$ cat config.mk
export PLATFORM = sky130hd
export DESIGN_NAME = led_weather_effect_generator_unit_flat
export DESIGN_NICKNAME = d
export VERILOG_FILES = /design/src/rtl/lweg_pkg.sv /design/src/rtl/lweg_if.sv /design/src/rtl/lweg_breath_rom.sv /design/src/rtl/lweg_mul_unit.sv /design/src/rtl/lweg_flash.sv /design/src/rtl/led_weather_effect_generator_unit.sv /design/src/flat_wrapper.sv
export SDC_FILE = /design/constraint.sdc
export NUM_CORES = 1
export LEC_CHECK = 0
export ABC_AREA = 1
export BUFFER_PORTS_ARGS = -buffer_cell sky130_fd_sc_hd__buf_4
export CORE_ASPECT_RATIO = 1.2
export CORE_MARGIN = 1.5
export CORE_UTILIZATION = 60
export CTS_CLUSTER_DIAMETER = 30
export DETAILED_ROUTE_END_ITERATION = 6
export GPL_TIMING_DRIVEN = 0
export PLACE_DENSITY = 0.84
export RECOVER_POWER = 25
export SLEW_MARGIN = 20
export SYNTH_ARGS = -nofsm -noshare
export SYNTH_HDL_FRONTEND = slang
export SYNTH_SLANG_ARGS = --single-unit
$ cat constraint.sdc
create_clock -name clk -period 9.2 [get_ports clk]
set_input_delay 0.46 -clock clk [delete_from_list [all_inputs] [get_ports clk]]
set_output_delay 0.46 -clock clk [all_outputs]
set_load 0.005 [all_outputs]
$ cat src/rtl/lweg_pkg.sv
// Package for the LED weather effect generator.
// Holds mode and register codes, the shared multiplier types and the breath ROM function.
// No dependencies.
package lweg_pkg;

    localparam int CFG_ADDR_W = 5;
    localparam int CFG_DATA_W = 32;
    localparam int IDX_W      = 6;
    localparam int CNT_W      = 7;
    localparam int CHAN_W     = 8;
    localparam int PHASE_W    = 16;
    localparam int ACC_W      = 24;
    localparam int MUL_A_W    = 24;
    localparam int MUL_B_W    = 16;
    localparam int PROD_W     = MUL_A_W + MUL_B_W;

    localparam logic [2:0] REG_MODE   = 3'd0;
    localparam logic [2:0] REG_BRIGHT = 3'd1;
    localparam logic [2:0] REG_RATE   = 3'd2;
    localparam logic [2:0] REG_STEP   = 3'd3;
    localparam logic [2:0] REG_COUNT  = 3'd4;

    localparam logic [2:0] MODE_THUNDER = 3'd0;
    localparam logic [2:0] MODE_SUNNY   = 3'd1;
    localparam logic [2:0] MODE_RAINY   = 3'd2;
    localparam logic [2:0] MODE_SNOWY   = 3'd3;
    localparam logic [2:0] MODE_FOGGY   = 3'd4;
    localparam logic [2:0] MODE_CLOUDY  = 3'd5;
    localparam logic [2:0] MODE_NIGHT   = 3'd6;

    localparam logic [6:0]  BRIGHT_MAX   = 7'd100;
    localparam logic [9:0]  FLASH_CHANCE = 10'd10;
    localparam logic [11:0] NIGHT_MUL    = 12'd3507;
    localparam logic [12:0] RECIP_100    = 13'd5243;
    localparam int          RECIP_SHIFT  = 19;

    localparam logic [63:0] POLY_A = 64'd102944;
    localparam logic [63:0] POLY_B = 64'd42048;
    localparam logic [63:0] POLY_C = 64'd4640;
    localparam logic [63:0] ONE_Q16 = 64'd65536;

    typedef enum logic [2:0] {
        MUL_TPHASE,
        MUL_NSTEP,
        MUL_SQUARE,
        MUL_CUBE,
        MUL_AMP,
        MUL_BRIGHT,
        MUL_RECIP
    } mul_op_t;

    typedef struct packed {
        logic [23:0] time_lo;
        logic [15:0] rate;
        logic [15:0] step;
        logic [7:0]  breath;
        logic [15:0] square;
        logic [7:0]  level;
        logic [7:0]  amp;
        logic [7:0]  raw;
        logic [6:0]  bright;
        logic [14:0] num;
    } mul_src_t;

    // Breath value (0..255) of one sine ROM entry; the ROM holds 2^bits entries per turn.
    function automatic logic [7:0] breath_entry(int unsigned idx, int unsigned bits);
        logic [63:0] quad;
        logic [63:0] pos;
        logic [63:0] x;
        logic [63:0] xx;
        logic [63:0] t;
        logic [63:0] level;
        quad = 64'(idx) >> (bits - 2);
        pos  = 64'(idx) & ((64'd1 << (bits - 2)) - 64'd1);
        x    = pos << (18 - bits);
        if (quad[0])
        begin
            x = ONE_Q16 - x;
        end
        xx = (x * x) >> 16;
        t  = (POLY_C * xx) >> 16;
        t  = POLY_B - t;
        t  = (t * xx) >> 16;
        t  = POLY_A - t;
        t  = (t * x) >> 16;
        if (t > ONE_Q16)
        begin
            t = ONE_Q16;
        end
        level = quad[1] ? (ONE_Q16 - t) : (ONE_Q16 + t);
        return 8'(((level * 64'd255) + ONE_Q16) >> 17);
    endfunction

endpackage

$ cat src/rtl/lweg_if.sv
// Valid/ready channel interfaces for frame requests and pixel results.
// No dependencies.
interface lweg_frame_if;
    logic        valid;
    logic        ready;
    logic [31:0] time_ms;
    logic [9:0]  chance;

    modport source (output valid, output time_ms, output chance, input ready);
    modport sink (input valid, input time_ms, input chance, output ready);
endinterface

interface lweg_pixel_if;
    logic       valid;
    logic       ready;
    logic [5:0] pixel_index;
    logic [7:0] red;
    logic [7:0] green;
    logic [7:0] blue;
    logic [7:0] white;
    logic       last_pixel;

    modport source (output valid, output pixel_index, output red, output green,
                    output blue, output white, output last_pixel, input ready);
    modport sink (input valid, input pixel_index, input red, input green,
                  input blue, input white, input last_pixel, output ready);
endinterface

$ cat src/rtl/lweg_breath_rom.sv
// Breath ROM: sine mapped to 0..255 per phase index, with a registered read.
// Depends on lweg_pkg.
module lweg_breath_rom #(
    parameter int TABLE_BITS = 8
) (
    input  logic                  clk,
    input  logic [TABLE_BITS-1:0] addr,
    output logic [7:0]            breath
);
    localparam int DEPTH = 1 << TABLE_BITS;

    logic [7:0] rom_tbl [DEPTH];
    logic [7:0] data_reg;

    for (genvar k = 0; k < DEPTH; k++)
    begin : g_rom
        assign rom_tbl[k] = lweg_pkg::breath_entry(k, TABLE_BITS);
    end

    always_ff @(posedge clk)
    begin
        data_reg <= rom_tbl[addr];
    end

    assign breath = data_reg;
endmodule

$ cat src/rtl/lweg_mul_unit.sv
// Shared multiplier with operand selection for every product the sequencer needs.
// Depends on lweg_pkg.
module lweg_mul_unit (
    input  lweg_pkg::mul_op_t                op,
    input  lweg_pkg::mul_src_t               src,
    output logic [lweg_pkg::PROD_W-1:0]      prod
);
    logic [lweg_pkg::MUL_A_W-1:0] opa;
    logic [lweg_pkg::MUL_B_W-1:0] opb;

    always_comb
    begin
        unique case (op)
            lweg_pkg::MUL_TPHASE:
            begin
                opa = src.time_lo;
                opb = src.rate;
            end
            lweg_pkg::MUL_NSTEP:
            begin
                opa = 24'(src.step);
                opb = 16'(lweg_pkg::NIGHT_MUL);
            end
            lweg_pkg::MUL_SQUARE:
            begin
                opa = 24'(src.breath);
                opb = 16'(src.breath);
            end
            lweg_pkg::MUL_CUBE:
            begin
                opa = 24'(src.square);
                opb = 16'(src.breath);
            end
            lweg_pkg::MUL_AMP:
            begin
                opa = 24'(src.level);
                opb = 16'(src.amp);
            end
            lweg_pkg::MUL_BRIGHT:
            begin
                opa = 24'(src.raw);
                opb = 16'(src.bright);
            end
            lweg_pkg::MUL_RECIP:
            begin
                opa = 24'(src.num);
                opb = 16'(lweg_pkg::RECIP_100);
            end
            default:
            begin
                opa = '0;
                opb = '0;
            end
        endcase
    end

    assign prod = lweg_pkg::PROD_W'(opa) * lweg_pkg::PROD_W'(opb);
endmodule

$ cat src/rtl/lweg_flash.sv
// Five-step lightning machine for thunderstorm mode, advanced once per frame request.
// Depends on lweg_pkg.
module lweg_flash (
    input  logic       clk,
    input  logic       rst_n,
    input  logic       tick,
    input  logic       mode_clear,
    input  logic [2:0] mode,
    input  logic [9:0] chance,
    output logic [7:0] flash_level
);
    typedef enum logic [2:0] {
        FL_IDLE,
        FL_BRIGHT,
        FL_DARK,
        FL_AFTER,
        FL_TAIL
    } fl_state_t;

    localparam logic [7:0] LEVEL_BRIGHT = 8'd120;
    localparam logic [7:0] LEVEL_AFTER  = 8'd30;

    fl_state_t  phase_reg, phase_next;
    logic [2:0] ticks_reg, ticks_next;
    logic [7:0] level_reg, level_next;
    logic [2:0] ticks_inc;

    assign ticks_inc = ticks_reg + 3'd1;

    always_comb
    begin
        phase_next = phase_reg;
        ticks_next = ticks_reg;
        level_next = level_reg;
        if (mode_clear)
        begin
            phase_next = FL_IDLE;
            ticks_next = '0;
        end
        else if (tick)
        begin
            level_next = '0;
            if (mode == lweg_pkg::MODE_THUNDER)
            begin
                if (phase_reg == FL_IDLE)
                begin
                    if (chance < lweg_pkg::FLASH_CHANCE)
                    begin
                        phase_next = FL_BRIGHT;
                        ticks_next = '0;
                    end
                end
                else
                begin
                    ticks_next = ticks_inc;
                    unique case (phase_reg)
                        FL_BRIGHT:
                        begin
                            level_next = LEVEL_BRIGHT;
                            if (ticks_inc > 3'd2)
                            begin
                                phase_next = FL_DARK;
                                ticks_next = '0;
                            end
                        end
                        FL_DARK:
                        begin
                            if (ticks_inc > 3'd3)
                            begin
                                phase_next = FL_AFTER;
                                ticks_next = '0;
                            end
                        end
                        FL_AFTER:
                        begin
                            level_next = LEVEL_AFTER;
                            if (ticks_inc > 3'd2)
                            begin
                                phase_next = FL_TAIL;
                                ticks_next = '0;
                            end
                        end
                        default:
                        begin
                            if (ticks_inc > 3'd4)
                            begin
                                phase_next = FL_IDLE;
                            end
                        end
                    endcase
                end
            end
        end
    end

    always_ff @(posedge clk or negedge rst_n)
    begin
        if (!rst_n)
        begin
            phase_reg <= FL_IDLE;
            ticks_reg <= '0;
            level_reg <= '0;
        end
        else
        begin
            phase_reg <= phase_next;
            ticks_reg <= ticks_next;
            level_reg <= level_next;
        end
    end

    assign flash_level = level_reg;

    a_clear_idles: assert property (@(posedge clk) disable iff (!rst_n)
        mode_clear |=> (phase_reg == FL_IDLE && ticks_reg == 3'd0))
        else $error("flash machine not idle after mode write");

    a_bright_level: assert property (@(posedge clk) disable iff (!rst_n)
        (tick && !mode_clear && mode == lweg_pkg::MODE_THUNDER && phase_reg == FL_BRIGHT)
        |=> (flash_level == LEVEL_BRIGHT))
        else $error("bright step did not give the bright flash level");
endmodule

$ cat src/rtl/led_weather_effect_generator_unit.sv
// Top level of the LED weather effect generator: APB registers and the pixel sequencer.
// Depends on lweg_pkg, lweg_if, lweg_breath_rom, lweg_mul_unit and lweg_flash.
//
//   Channel   Direction  Handshake       Payload
//   frame     in         valid/ready     time_ms, chance
//   pixel     out        valid/ready     pixel_index, red, green, blue, white, last_pixel
//   apb       in         psel/penable    paddr, pwdata, prdata (pready always high)
//
// A frame request first forms the two phase products; each pixel then takes a ROM read, a
// level step (square and cube for night non-moon pixels), the channel steps and an emit.
// All products go through one shared multiplier; the channel loop uses it 12 times a pixel.
// The pixel output register lets the next pixel be computed while one waits; the
// sequencer stalls only when a new pixel is ready and the previous one is still held.
// Reset is asynchronous, active low, and leaves no clearing pass.
module led_weather_effect_generator_unit #(
    parameter int LED_LIMIT       = 64,
    parameter int SINE_TABLE_BITS = 8
) (
    input  logic                            clk,
    input  logic                            rst_n,
    input  logic                            psel,
    input  logic                            penable,
    input  logic                            pwrite,
    input  logic [lweg_pkg::CFG_ADDR_W-1:0] paddr,
    input  logic [lweg_pkg::CFG_DATA_W-1:0] pwdata,
    output logic [lweg_pkg::CFG_DATA_W-1:0] prdata,
    output logic                            pready,
    lweg_frame_if.sink                      frame,
    lweg_pixel_if.source                    pixel
);
    typedef enum logic [3:0] {
        S_IDLE,
        S_TPH,
        S_STEP,
        S_ROM,
        S_LVL,
        S_CUBE1,
        S_CUBE2,
        S_AMP,
        S_BRT,
        S_DIV,
        S_EMIT
    } seq_state_t;

    seq_state_t state_reg, state_next;

    logic [2:0]  mode_reg;
    logic [6:0]  bright_reg;
    logic [15:0] rate_reg;
    logic [15:0] step_reg;
    logic [6:0]  count_reg;

    logic [23:0] time_lo_reg, time_lo_next;
    logic [15:0] tphase_reg, tphase_next;
    logic [lweg_pkg::ACC_W-1:0] inc_reg, inc_next;
    logic [lweg_pkg::ACC_W-1:0] acc_reg, acc_next;
    logic [5:0]  idx_reg, idx_next;
    logic [1:0]  ch_reg, ch_next;
    logic [15:0] sq_reg, sq_next;
    logic [7:0]  lvl_reg, lvl_next;
    logic [7:0]  raw_reg, raw_next;
    logic [14:0] num_reg, num_next;
    logic [31:0] chan_reg, chan_next;
    logic        ovalid_reg, ovalid_next;
    logic [5:0]  oidx_reg, oidx_next;
    logic [31:0] orgbw_reg, orgbw_next;
    logic        olast_reg, olast_next;

    logic        cfg_wr;
    logic [2:0]  cfg_idx;
    logic [6:0]  count_eff;
    logic        is_last;
    logic        is_moon;
    logic [15:0] phase_w;
    logic [7:0]  breath;
    logic [7:0]  flash_level;
    logic [31:0] bases;
    logic [31:0] amps;
    logic [7:0]  cur_base;
    logic [7:0]  cur_amp;
    logic [7:0]  scaled;
    logic        out_free;
    lweg_pkg::mul_op_t  mul_op;
    lweg_pkg::mul_src_t mul_src;
    logic [lweg_pkg::PROD_W-1:0] prod;

    assign pready  = 1'b1;
    assign cfg_wr  = psel && penable && pwrite;
    assign cfg_idx = paddr[4:2];

    always_ff @(posedge clk or negedge rst_n)
    begin
        if (!rst_n)
        begin
            mode_reg   <= lweg_pkg::MODE_SUNNY;
            bright_reg <= lweg_pkg::BRIGHT_MAX;
            rate_reg   <= 16'd256;
            step_reg   <= '0;
            count_reg  <= 7'd64;
        end
        else if (cfg_wr)
        begin
            unique case (cfg_idx)
                lweg_pkg::REG_MODE:   mode_reg <= pwdata[2:0];
                lweg_pkg::REG_BRIGHT: bright_reg <= (pwdata[6:0] > lweg_pkg::BRIGHT_MAX)
                                                    ? lweg_pkg::BRIGHT_MAX : pwdata[6:0];
                lweg_pkg::REG_RATE:   rate_reg <= pwdata[15:0];
                lweg_pkg::REG_STEP:   step_reg <= pwdata[15:0];
                lweg_pkg::REG_COUNT:  count_reg <= pwdata[6:0];
                default:
                begin
                end
            endcase
        end
    end

    always_comb
    begin
        unique case (cfg_idx)
            lweg_pkg::REG_MODE:   prdata = 32'(mode_reg);
            lweg_pkg::REG_BRIGHT: prdata = 32'(bright_reg);
            lweg_pkg::REG_RATE:   prdata = 32'(rate_reg);
            lweg_pkg::REG_STEP:   prdata = 32'(step_reg);
            lweg_pkg::REG_COUNT:  prdata = 32'(count_reg);
            default:              prdata = '0;
        endcase
    end

    always_comb
    begin
        priority if (count_reg == 7'd0)
        begin
            count_eff = 7'd1;
        end
        else if (count_reg > 7'(LED_LIMIT))
        begin
            count_eff = 7'(LED_LIMIT);
        end
        else
        begin
            count_eff = count_reg;
        end
    end

    assign is_last = ({1'b0, idx_reg} + 7'd1) == count_eff;
    assign is_moon = (mode_reg == lweg_pkg::MODE_NIGHT) && (idx_reg == 6'd0);
    assign phase_w = tphase_reg + acc_reg[23:8];

    lweg_breath_rom #(
        .TABLE_BITS (SINE_TABLE_BITS)
    ) u_rom (
        .clk    (clk),
        .addr   (phase_w[15 -: SINE_TABLE_BITS]),
        .breath (breath)
    );

    lweg_flash u_flash (
        .clk         (clk),
        .rst_n       (rst_n),
        .tick        (frame.valid && frame.ready),
        .mode_clear  (cfg_wr && cfg_idx == lweg_pkg::REG_MODE),
        .mode        (mode_reg),
        .chance      (frame.chance),
        .flash_level (flash_level)
    );

    // Base and amplitude per channel, packed red, green, blue, white from the top byte.
    always_comb
    begin
        bases = '0;
        amps  = '0;
        unique case (mode_reg)
            lweg_pkg::MODE_THUNDER:
            begin
                bases = {8'd0, 8'd5, 8'd30, flash_level};
                amps  = {8'd0, 8'd15, 8'd80, 8'd0};
            end
            lweg_pkg::MODE_SUNNY:
            begin
                bases = {8'd10, 8'd2, 8'd0, 8'd0};
                amps  = {8'd200, 8'd70, 8'd0, 8'd0};
            end
            lweg_pkg::MODE_RAINY:
            begin
                bases = {8'd0, 8'd10, 8'd40, 8'd0};
                amps  = {8'd0, 8'd30, 8'd110, 8'd0};
            end
            lweg_pkg::MODE_SNOWY:
            begin
                bases = {8'd0, 8'd5, 8'd20, 8'd10};
                amps  = {8'd0, 8'd10, 8'd40, 8'd40};
            end
            lweg_pkg::MODE_FOGGY:
            begin
                bases = {8'd20, 8'd15, 8'd5, 8'd10};
                amps  = {8'd20, 8'd15, 8'd5, 8'd20};
            end
            lweg_pkg::MODE_CLOUDY:
            begin
                bases = {8'd5, 8'd10, 8'd20, 8'd5};
                amps  = {8'd5, 8'd10, 8'd20, 8'd10};
            end
            lweg_pkg::MODE_NIGHT:
            begin
                if (is_moon)
                begin
                    bases = {8'd60, 8'd40, 8'd10, 8'd10};
                end
                else
                begin
                    bases = {8'd2, 8'd0, 8'd10, 8'd0};
                    amps  = {8'd15, 8'd0, 8'd50, 8'd20};
                end
            end
            default:
            begin
            end
        endcase
    end

    assign cur_base = bases[31 - 8 * ch_reg -: 8];
    assign cur_amp  = amps[31 - 8 * ch_reg -: 8];

    always_comb
    begin
        mul_src.time_lo = time_lo_reg;
        mul_src.rate    = rate_reg;
        mul_src.step    = step_reg;
        mul_src.breath  = breath;
        mul_src.square  = sq_reg;
        mul_src.level   = lvl_reg;
        mul_src.amp     = cur_amp;
        mul_src.raw     = raw_reg;
        mul_src.bright  = bright_reg;
        mul_src.num     = num_reg;
        unique case (state_reg)
            S_TPH:   mul_op = lweg_pkg::MUL_TPHASE;
            S_STEP:  mul_op = lweg_pkg::MUL_NSTEP;
            S_CUBE1: mul_op = lweg_pkg::MUL_SQUARE;
            S_CUBE2: mul_op = lweg_pkg::MUL_CUBE;
            S_BRT:   mul_op = lweg_pkg::MUL_BRIGHT;
            S_DIV:   mul_op = lweg_pkg::MUL_RECIP;
            default: mul_op = lweg_pkg::MUL_AMP;
        endcase
    end

    lweg_mul_unit u_mul (
        .op   (mul_op),
        .src  (mul_src),
        .prod (prod)
    );

    assign scaled   = prod[lweg_pkg::RECIP_SHIFT +: 8];
    assign out_free = !ovalid_reg || pixel.ready;

    always_comb
    begin
        state_next   = state_reg;
        time_lo_next = time_lo_reg;
        tphase_next  = tphase_reg;
        inc_next     = inc_reg;
        acc_next     = acc_reg;
        idx_next     = idx_reg;
        ch_next      = ch_reg;
        sq_next      = sq_reg;
        lvl_next     = lvl_reg;
        raw_next     = raw_reg;
        num_next     = num_reg;
        chan_next    = chan_reg;
        ovalid_next  = ovalid_reg && !pixel.ready;
        oidx_next    = oidx_reg;
        orgbw_next   = orgbw_reg;
        olast_next   = olast_reg;
        unique case (state_reg)
            S_IDLE:
            begin
                if (frame.valid)
                begin
                    time_lo_next = frame.time_ms[23:0];
                    state_next   = S_TPH;
                end
            end
            S_TPH:
            begin
                tphase_next = prod[23:8];
                state_next  = S_STEP;
            end
            S_STEP:
            begin
                if (mode_reg == lweg_pkg::MODE_NIGHT)
                begin
                    inc_next = prod[23:0];
                end
                else if (mode_reg == lweg_pkg::MODE_FOGGY || mode_reg == lweg_pkg::MODE_CLOUDY)
                begin
                    inc_next = '0;
                end
                else
                begin
                    inc_next = {step_reg, 8'd0};
                end
                acc_next   = '0;
                idx_next   = '0;
                state_next = S_ROM;
            end
            S_ROM:
            begin
                ch_next = '0;
                if (mode_reg == lweg_pkg::MODE_NIGHT && !is_moon)
                begin
                    state_next = S_CUBE1;
                end
                else
                begin
                    state_next = S_LVL;
                end
            end
            S_LVL:
            begin
                lvl_next   = breath;
                state_next = S_AMP;
            end
            S_CUBE1:
            begin
                sq_next    = prod[15:0];
                state_next = S_CUBE2;
            end
            S_CUBE2:
            begin
                lvl_next   = prod[23:16];
                state_next = S_AMP;
            end
            S_AMP:
            begin
                raw_next   = cur_base + prod[15:8];
                state_next = S_BRT;
            end
            S_BRT:
            begin
                num_next   = prod[14:0];
                state_next = S_DIV;
            end
            S_DIV:
            begin
                chan_next[31 - 8 * ch_reg -: 8] = scaled;
                ch_next = ch_reg + 2'd1;
                if (ch_reg == 2'd3)
                begin
                    state_next = S_EMIT;
                end
                else
                begin
                    state_next = S_AMP;
                end
            end
            S_EMIT:
            begin
                if (out_free)
                begin
                    ovalid_next = 1'b1;
                    oidx_next   = idx_reg;
                    orgbw_next  = chan_reg;
                    olast_next  = is_last;
                    idx_next    = idx_reg + 6'd1;
                    acc_next    = acc_reg + inc_reg;
                    state_next  = is_last ? S_IDLE : S_ROM;
                end
            end
            default:
            begin
                state_next = S_IDLE;
            end
        endcase
    end

    always_ff @(posedge clk or negedge rst_n)
    begin
        if (!rst_n)
        begin
            state_reg   <= S_IDLE;
            time_lo_reg <= '0;
            tphase_reg  <= '0;
            inc_reg     <= '0;
            acc_reg     <= '0;
            idx_reg     <= '0;
            ch_reg      <= '0;
            sq_reg      <= '0;
            lvl_reg     <= '0;
            raw_reg     <= '0;
            num_reg     <= '0;
            chan_reg    <= '0;
            ovalid_reg  <= 1'b0;
            oidx_reg    <= '0;
            orgbw_reg   <= '0;
            olast_reg   <= 1'b0;
        end
        else
        begin
            state_reg   <= state_next;
            time_lo_reg <= time_lo_next;
            tphase_reg  <= tphase_next;
            inc_reg     <= inc_next;
            acc_reg     <= acc_next;
            idx_reg     <= idx_next;
            ch_reg      <= ch_next;
            sq_reg      <= sq_next;
            lvl_reg     <= lvl_next;
            raw_reg     <= raw_next;
            num_reg     <= num_next;
            chan_reg    <= chan_next;
            ovalid_reg  <= ovalid_next;
            oidx_reg    <= oidx_next;
            orgbw_reg   <= orgbw_next;
            olast_reg   <= olast_next;
        end
    end

    assign frame.ready       = (state_reg == S_IDLE);
    assign pixel.valid       = ovalid_reg;
    assign pixel.pixel_index = oidx_reg;
    assign pixel.red         = orgbw_reg[31:24];
    assign pixel.green       = orgbw_reg[23:16];
    assign pixel.blue        = orgbw_reg[15:8];
    assign pixel.white       = orgbw_reg[7:0];
    assign pixel.last_pixel  = olast_reg;

    a_last_matches_count: assert property (@(posedge clk) disable iff (!rst_n)
        (pixel.valid && pixel.last_pixel) |-> (({1'b0, pixel.pixel_index} + 7'd1) == count_eff))
        else $error("last pixel flag does not match the LED count");

    a_busy_after_frame: assert property (@(posedge clk) disable iff (!rst_n)
        (frame.valid && frame.ready) |=> !frame.ready)
        else $error("sequencer ready again right after taking a frame");

    a_busy_mid_frame: assert property (@(posedge clk) disable iff (!rst_n)
        (pixel.valid && pixel.ready && !pixel.last_pixel) |-> !frame.ready)
        else $error("sequencer idle while a frame is only partly delivered");

    a_bright_range: assert property (@(posedge clk) disable iff (!rst_n)
        bright_reg <= lweg_pkg::BRIGHT_MAX)
        else $error("brightness register above its limit");
endmodule
$ cat src/flat_wrapper.sv
// flat-port wrapper written by rule: the top's interface ports become plain ports
module led_weather_effect_generator_unit_flat 
#(
    parameter int LED_LIMIT       = 64,
    parameter int SINE_TABLE_BITS = 8
)
  (clk, rst_n, psel, penable, pwrite, paddr, pwdata, prdata, pready, frame_valid, frame_time_ms, frame_chance, frame_ready, pixel_valid, pixel_pixel_index, pixel_red, pixel_green, pixel_blue, pixel_white, pixel_last_pixel, pixel_ready);
  lweg_frame_if frame_i ();
  lweg_pixel_if pixel_i ();
  input  logic clk;
  input  logic rst_n;
  input  logic psel;
  input  logic penable;
  input  logic pwrite;
  input  logic [lweg_pkg::CFG_ADDR_W-1:0] paddr;
  input  logic [lweg_pkg::CFG_DATA_W-1:0] pwdata;
  output logic [lweg_pkg::CFG_DATA_W-1:0] prdata;
  output logic pready;
  input wire logic [$bits(frame_i.valid)-1:0] frame_valid;
  input wire logic [$bits(frame_i.time_ms)-1:0] frame_time_ms;
  input wire logic [$bits(frame_i.chance)-1:0] frame_chance;
  output wire logic [$bits(frame_i.ready)-1:0] frame_ready;
  output wire logic [$bits(pixel_i.valid)-1:0] pixel_valid;
  output wire logic [$bits(pixel_i.pixel_index)-1:0] pixel_pixel_index;
  output wire logic [$bits(pixel_i.red)-1:0] pixel_red;
  output wire logic [$bits(pixel_i.green)-1:0] pixel_green;
  output wire logic [$bits(pixel_i.blue)-1:0] pixel_blue;
  output wire logic [$bits(pixel_i.white)-1:0] pixel_white;
  output wire logic [$bits(pixel_i.last_pixel)-1:0] pixel_last_pixel;
  input wire logic [$bits(pixel_i.ready)-1:0] pixel_ready;
  assign frame_i.valid = frame_valid;
  assign frame_i.time_ms = frame_time_ms;
  assign frame_i.chance = frame_chance;
  assign frame_ready = frame_i.ready;
  assign pixel_valid = pixel_i.valid;
  assign pixel_pixel_index = pixel_i.pixel_index;
  assign pixel_red = pixel_i.red;
  assign pixel_green = pixel_i.green;
  assign pixel_blue = pixel_i.blue;
  assign pixel_white = pixel_i.white;
  assign pixel_last_pixel = pixel_i.last_pixel;
  assign pixel_i.ready = pixel_ready;
  led_weather_effect_generator_unit #(.LED_LIMIT(LED_LIMIT), .SINE_TABLE_BITS(SINE_TABLE_BITS)) u_core (.clk(clk), .rst_n(rst_n), .psel(psel), .penable(penable), .pwrite(pwrite), .paddr(paddr), .pwdata(pwdata), .prdata(prdata), .pready(pready), .frame(frame_i), .pixel(pixel_i));
endmodule
==> qor.csv <==
metric,value,unit
timing_hold_violations_final,0,
regArea,7100,sq um
final.period_utilization,97.5,%
cts_htree_levels,2,
worstPathArrival,9.47,ns
vias_per_cell,5.90,
routed_met3_length,8.43,mm
count_of_pins_over_their_slew_limit,195,
final-setup-viol-count,0,
timing.critical_path.max_delay_family,adder cells,
cp_common_cell,nand2_1,
syn_inst,3474,
floorplan.die.width,192,um
yosys_register_bits,285,
synthDominantCellAreaShare,26.3,%
cts.sinks,285,
synth-edff-count,0,
synth.area.top_cells,"dfrtp_1, fa_1, nand2_1",
worst_setup_path_startpoint,u_core.idx_reg[0]$_DFFE_PN0P_,
crit_path_largest_cell_delay,0.91,ns
postLayoutCellArea,29400,sq um
min_path_type,in2reg,
status,"complete, but fails checks",
worst_hold_slack,0.0833,ns
die_area,44200,sq um
floorplan.initialDensity,60.6,%
critical_path.slowest_cell,xor2_1,
drt.antenna.violating_nets,0,
core_area,42600,sq um
critical_path.n_buffers_inverters,8,
largest_net_degree_at_the_start_of_global_routing,101,
post_layout_nonfiller_instances,4258,
initial_antenna_violation_count,0,
cts_tree,yes,
first_global_vias,25246,
synth.cells.most_frequent,"nand2_1, inv_1, dfrtp_1",
io_buffer_count,115,
sum_of_net_half_perimeters_after_detailed_placement,67.6,mm
cts.reportedPaths.clkPinSlew,0.05,ns
dr_wl_met2,40.4,mm
critical_path.startpoint_type,flop,
grt_overflow,0,
route.final.wire_length,87.4,mm
violations_in_the_final_reports,"capacitance limit, slew limit",
detailed_place.area,27500,sq um
layout_min_cycle_time,8.97,ns
cts_buffer_count,51,
root_buffer,clkbuf_16,
post_synth_num_cell_types,54,
via_count,25124,
drv_cap,2,
boundary_pin_count,160,
die_h,230,um
grt_usage,40.5,%
critPathMaxFanout,10,
netlist_area_before_placement,25800,sq um
rsz_0062_raised_after_global_routing,yes,
top_layer_used,met4,
post-synth-top-count-cell,nand2_1,
worstSetupPathType,reg2reg,
critical_path_required,9.69,ns
timing.rr.end,u_core.chan_reg[19]$_DFFE_PN0P_,
placement_rows,83,
relSlewSlack,-242,%
avgRoutedWirePerCell,20.5,um
clkLatencyLatePin,0.59,ns
detailed_routing_iterations_pass_1,6,
place.gp.congestion,1.02,
rr_worst_depth,32,
finalClockSkew,0.0260,ns
synth-seq-area-share,27.5,%
timing.critical_path.to_type,flop,
m1WireLength,31.0,mm
syn_area_per_cell,7.42,sq um
synth_top_area_cell,dfrtp_1,
layout_overhead_on_the_synthesized_area,13.9,%
worst_setup_ep,u_core.chan_reg[19]$_DFFE_PN0P_,
layout-drive-gt1-share,8.53,%
setup_total_negative_slack,0,ns
critical_path.reg2reg.startpoint,u_core.idx_reg[0]$_DFFE_PN0P_,
async_flop_share,97.2,%
grt_pass1_wl,137,mm
finalNetCount,4109,
worst-path-stages,32,
minimum_setup_slack_among_reg_to_reg_paths,0.23,ns
post-place-cells,4159,
postSynth.topFlopCell,dfrtp_1,
n_antenna_cell,0,
multi_input_area,15900,sq um
max-clock-path-buffers,3,
timing.fmax,111,MHz
max_slew.worst_pin.slew,5.13,ns
drt_drc_violations_left,0,
fillerInstances,3527,
synth_warnings,0,
drt_iter0_drc,2530,
[tightest hold or removal path: cells and delay by family]
family / cells / cell delay, ns
buf+inv: 1 / 0.08
simple gates: 1 / 0.04
compound gates: 1 / 0.06
[kinds of logic (layout without fill, tap and decap cells)]
kind of cell               count (synthesis)  count (layout)  synth area share, %
and+or+nand+nor                         1525            1525                 23.9
buffers and inverters                    735             952                 11.1
AOI/OAI and AO/OA                        518             518                 11.5
adders and majority gates                360             360                 24.2
DFF                                      285             285                 27.5
xor gates and xnor gates                  49              49                 1.66
other                                      2              17               0.0291
[area by class of cell]
type                       count  share of cell area, %
buffer                       118                   1.90
clock buffer                  53                   4.48
clock inverter                43                   1.77
inverter                     617                   7.94
multi-input combinational   2469                   54.3
sequential                   285                   24.2
tap                          552                   2.35
timing repair buffer         121                   3.12
[worst min path at each step]
stage                                     from                                end  slack [ns]  cells after the start
6_report                      frame_time_ms[4]  u_core.time_lo_reg[4]$_DFFE_PN0P_        0.08                      3
5_1_grt                       frame_time_ms[8]  u_core.time_lo_reg[8]$_DFFE_PN0P_        0.09                      3
4_1_cts                       frame_time_ms[8]  u_core.time_lo_reg[8]$_DFFE_PN0P_        0.08                      3
3_5_place_dp                             rst_n      u_core.idx_reg[0]$_DFFE_PN0P_        0.25                      1
3_3_place_gp   u_core.chan_reg[16]$_DFFE_PN0P_   u_core.orgbw_reg[16]$_DFFE_PN0P_        0.46                      2
2_1_floorplan                            rst_n      u_core.acc_reg[0]$_DFFE_PN0P_        0.16                      0
[cell usage in the layout, fill, tap and decap left out, types with 6 or more instances in the layout]
cell type	synthesis	final
nand2_1	1019	1014
inv_1	597	592
dfrtp_1	271	271
o21ai_0	269	269
nor2_1	241	240
fa_1	233	233
nand3_1	176	176
buf_4	21	136
ha_1	127	127
a21oi_1	108	108
clkbuf_1	74	73
clkbuf_16	0	52
xor2_1	38	34
o22ai_1	27	27
nor3_1	27	27
nand4_1	26	26
buf_2	19	19
o221ai_1	18	18
conb_1	2	17
o211ai_1	15	15
clkinv_1	15	14
inv_8	0	14
a211oi_1	11	11
xnor2_1	11	11
nor2_2	10	10
clkinvlp_4	0	10
a31oi_1	10	10
nand2_2	4	9
a22o_1	9	9
o21bai_1	9	9
or2_2	9	9
inv_6	0	9
dfxtp_1	8	8
inv_2	5	7
a32o_1	7	7
o31ai_1	6	6
dfstp_2	6	6
[metal layers]
metal	track usage [%]	vias up
li1	-	11268
met1	48.3	11992
met2	64.0	1456
met3	8.30	408
met4	30.8	0
met5	0	-
[per-stage QoR]
step                      util [%]  worst slack, ns
after floorplan                  -             1.74
after global routing          69.0           -0.132
final                         69.0            0.227
after CTS                     68.9          0.00131
after global placement        64.4           -0.638
after detailed placement      64.6           -0.652
[repair_timing]
action                                  4_1_cts  5_1_grt
hold buffers                                  1        0
pin swaps                                     0        1
endpoints found under the setup margin        4       26
cloned                                        0        0
resized for setup                             4       22
endpoints found under the hold margin       103        0
buffers inserted                              0        2
Power is left out: the tool's default activity adds up to more than one toggle a clock period on the data nets, which glitch-free logic cannot reach.
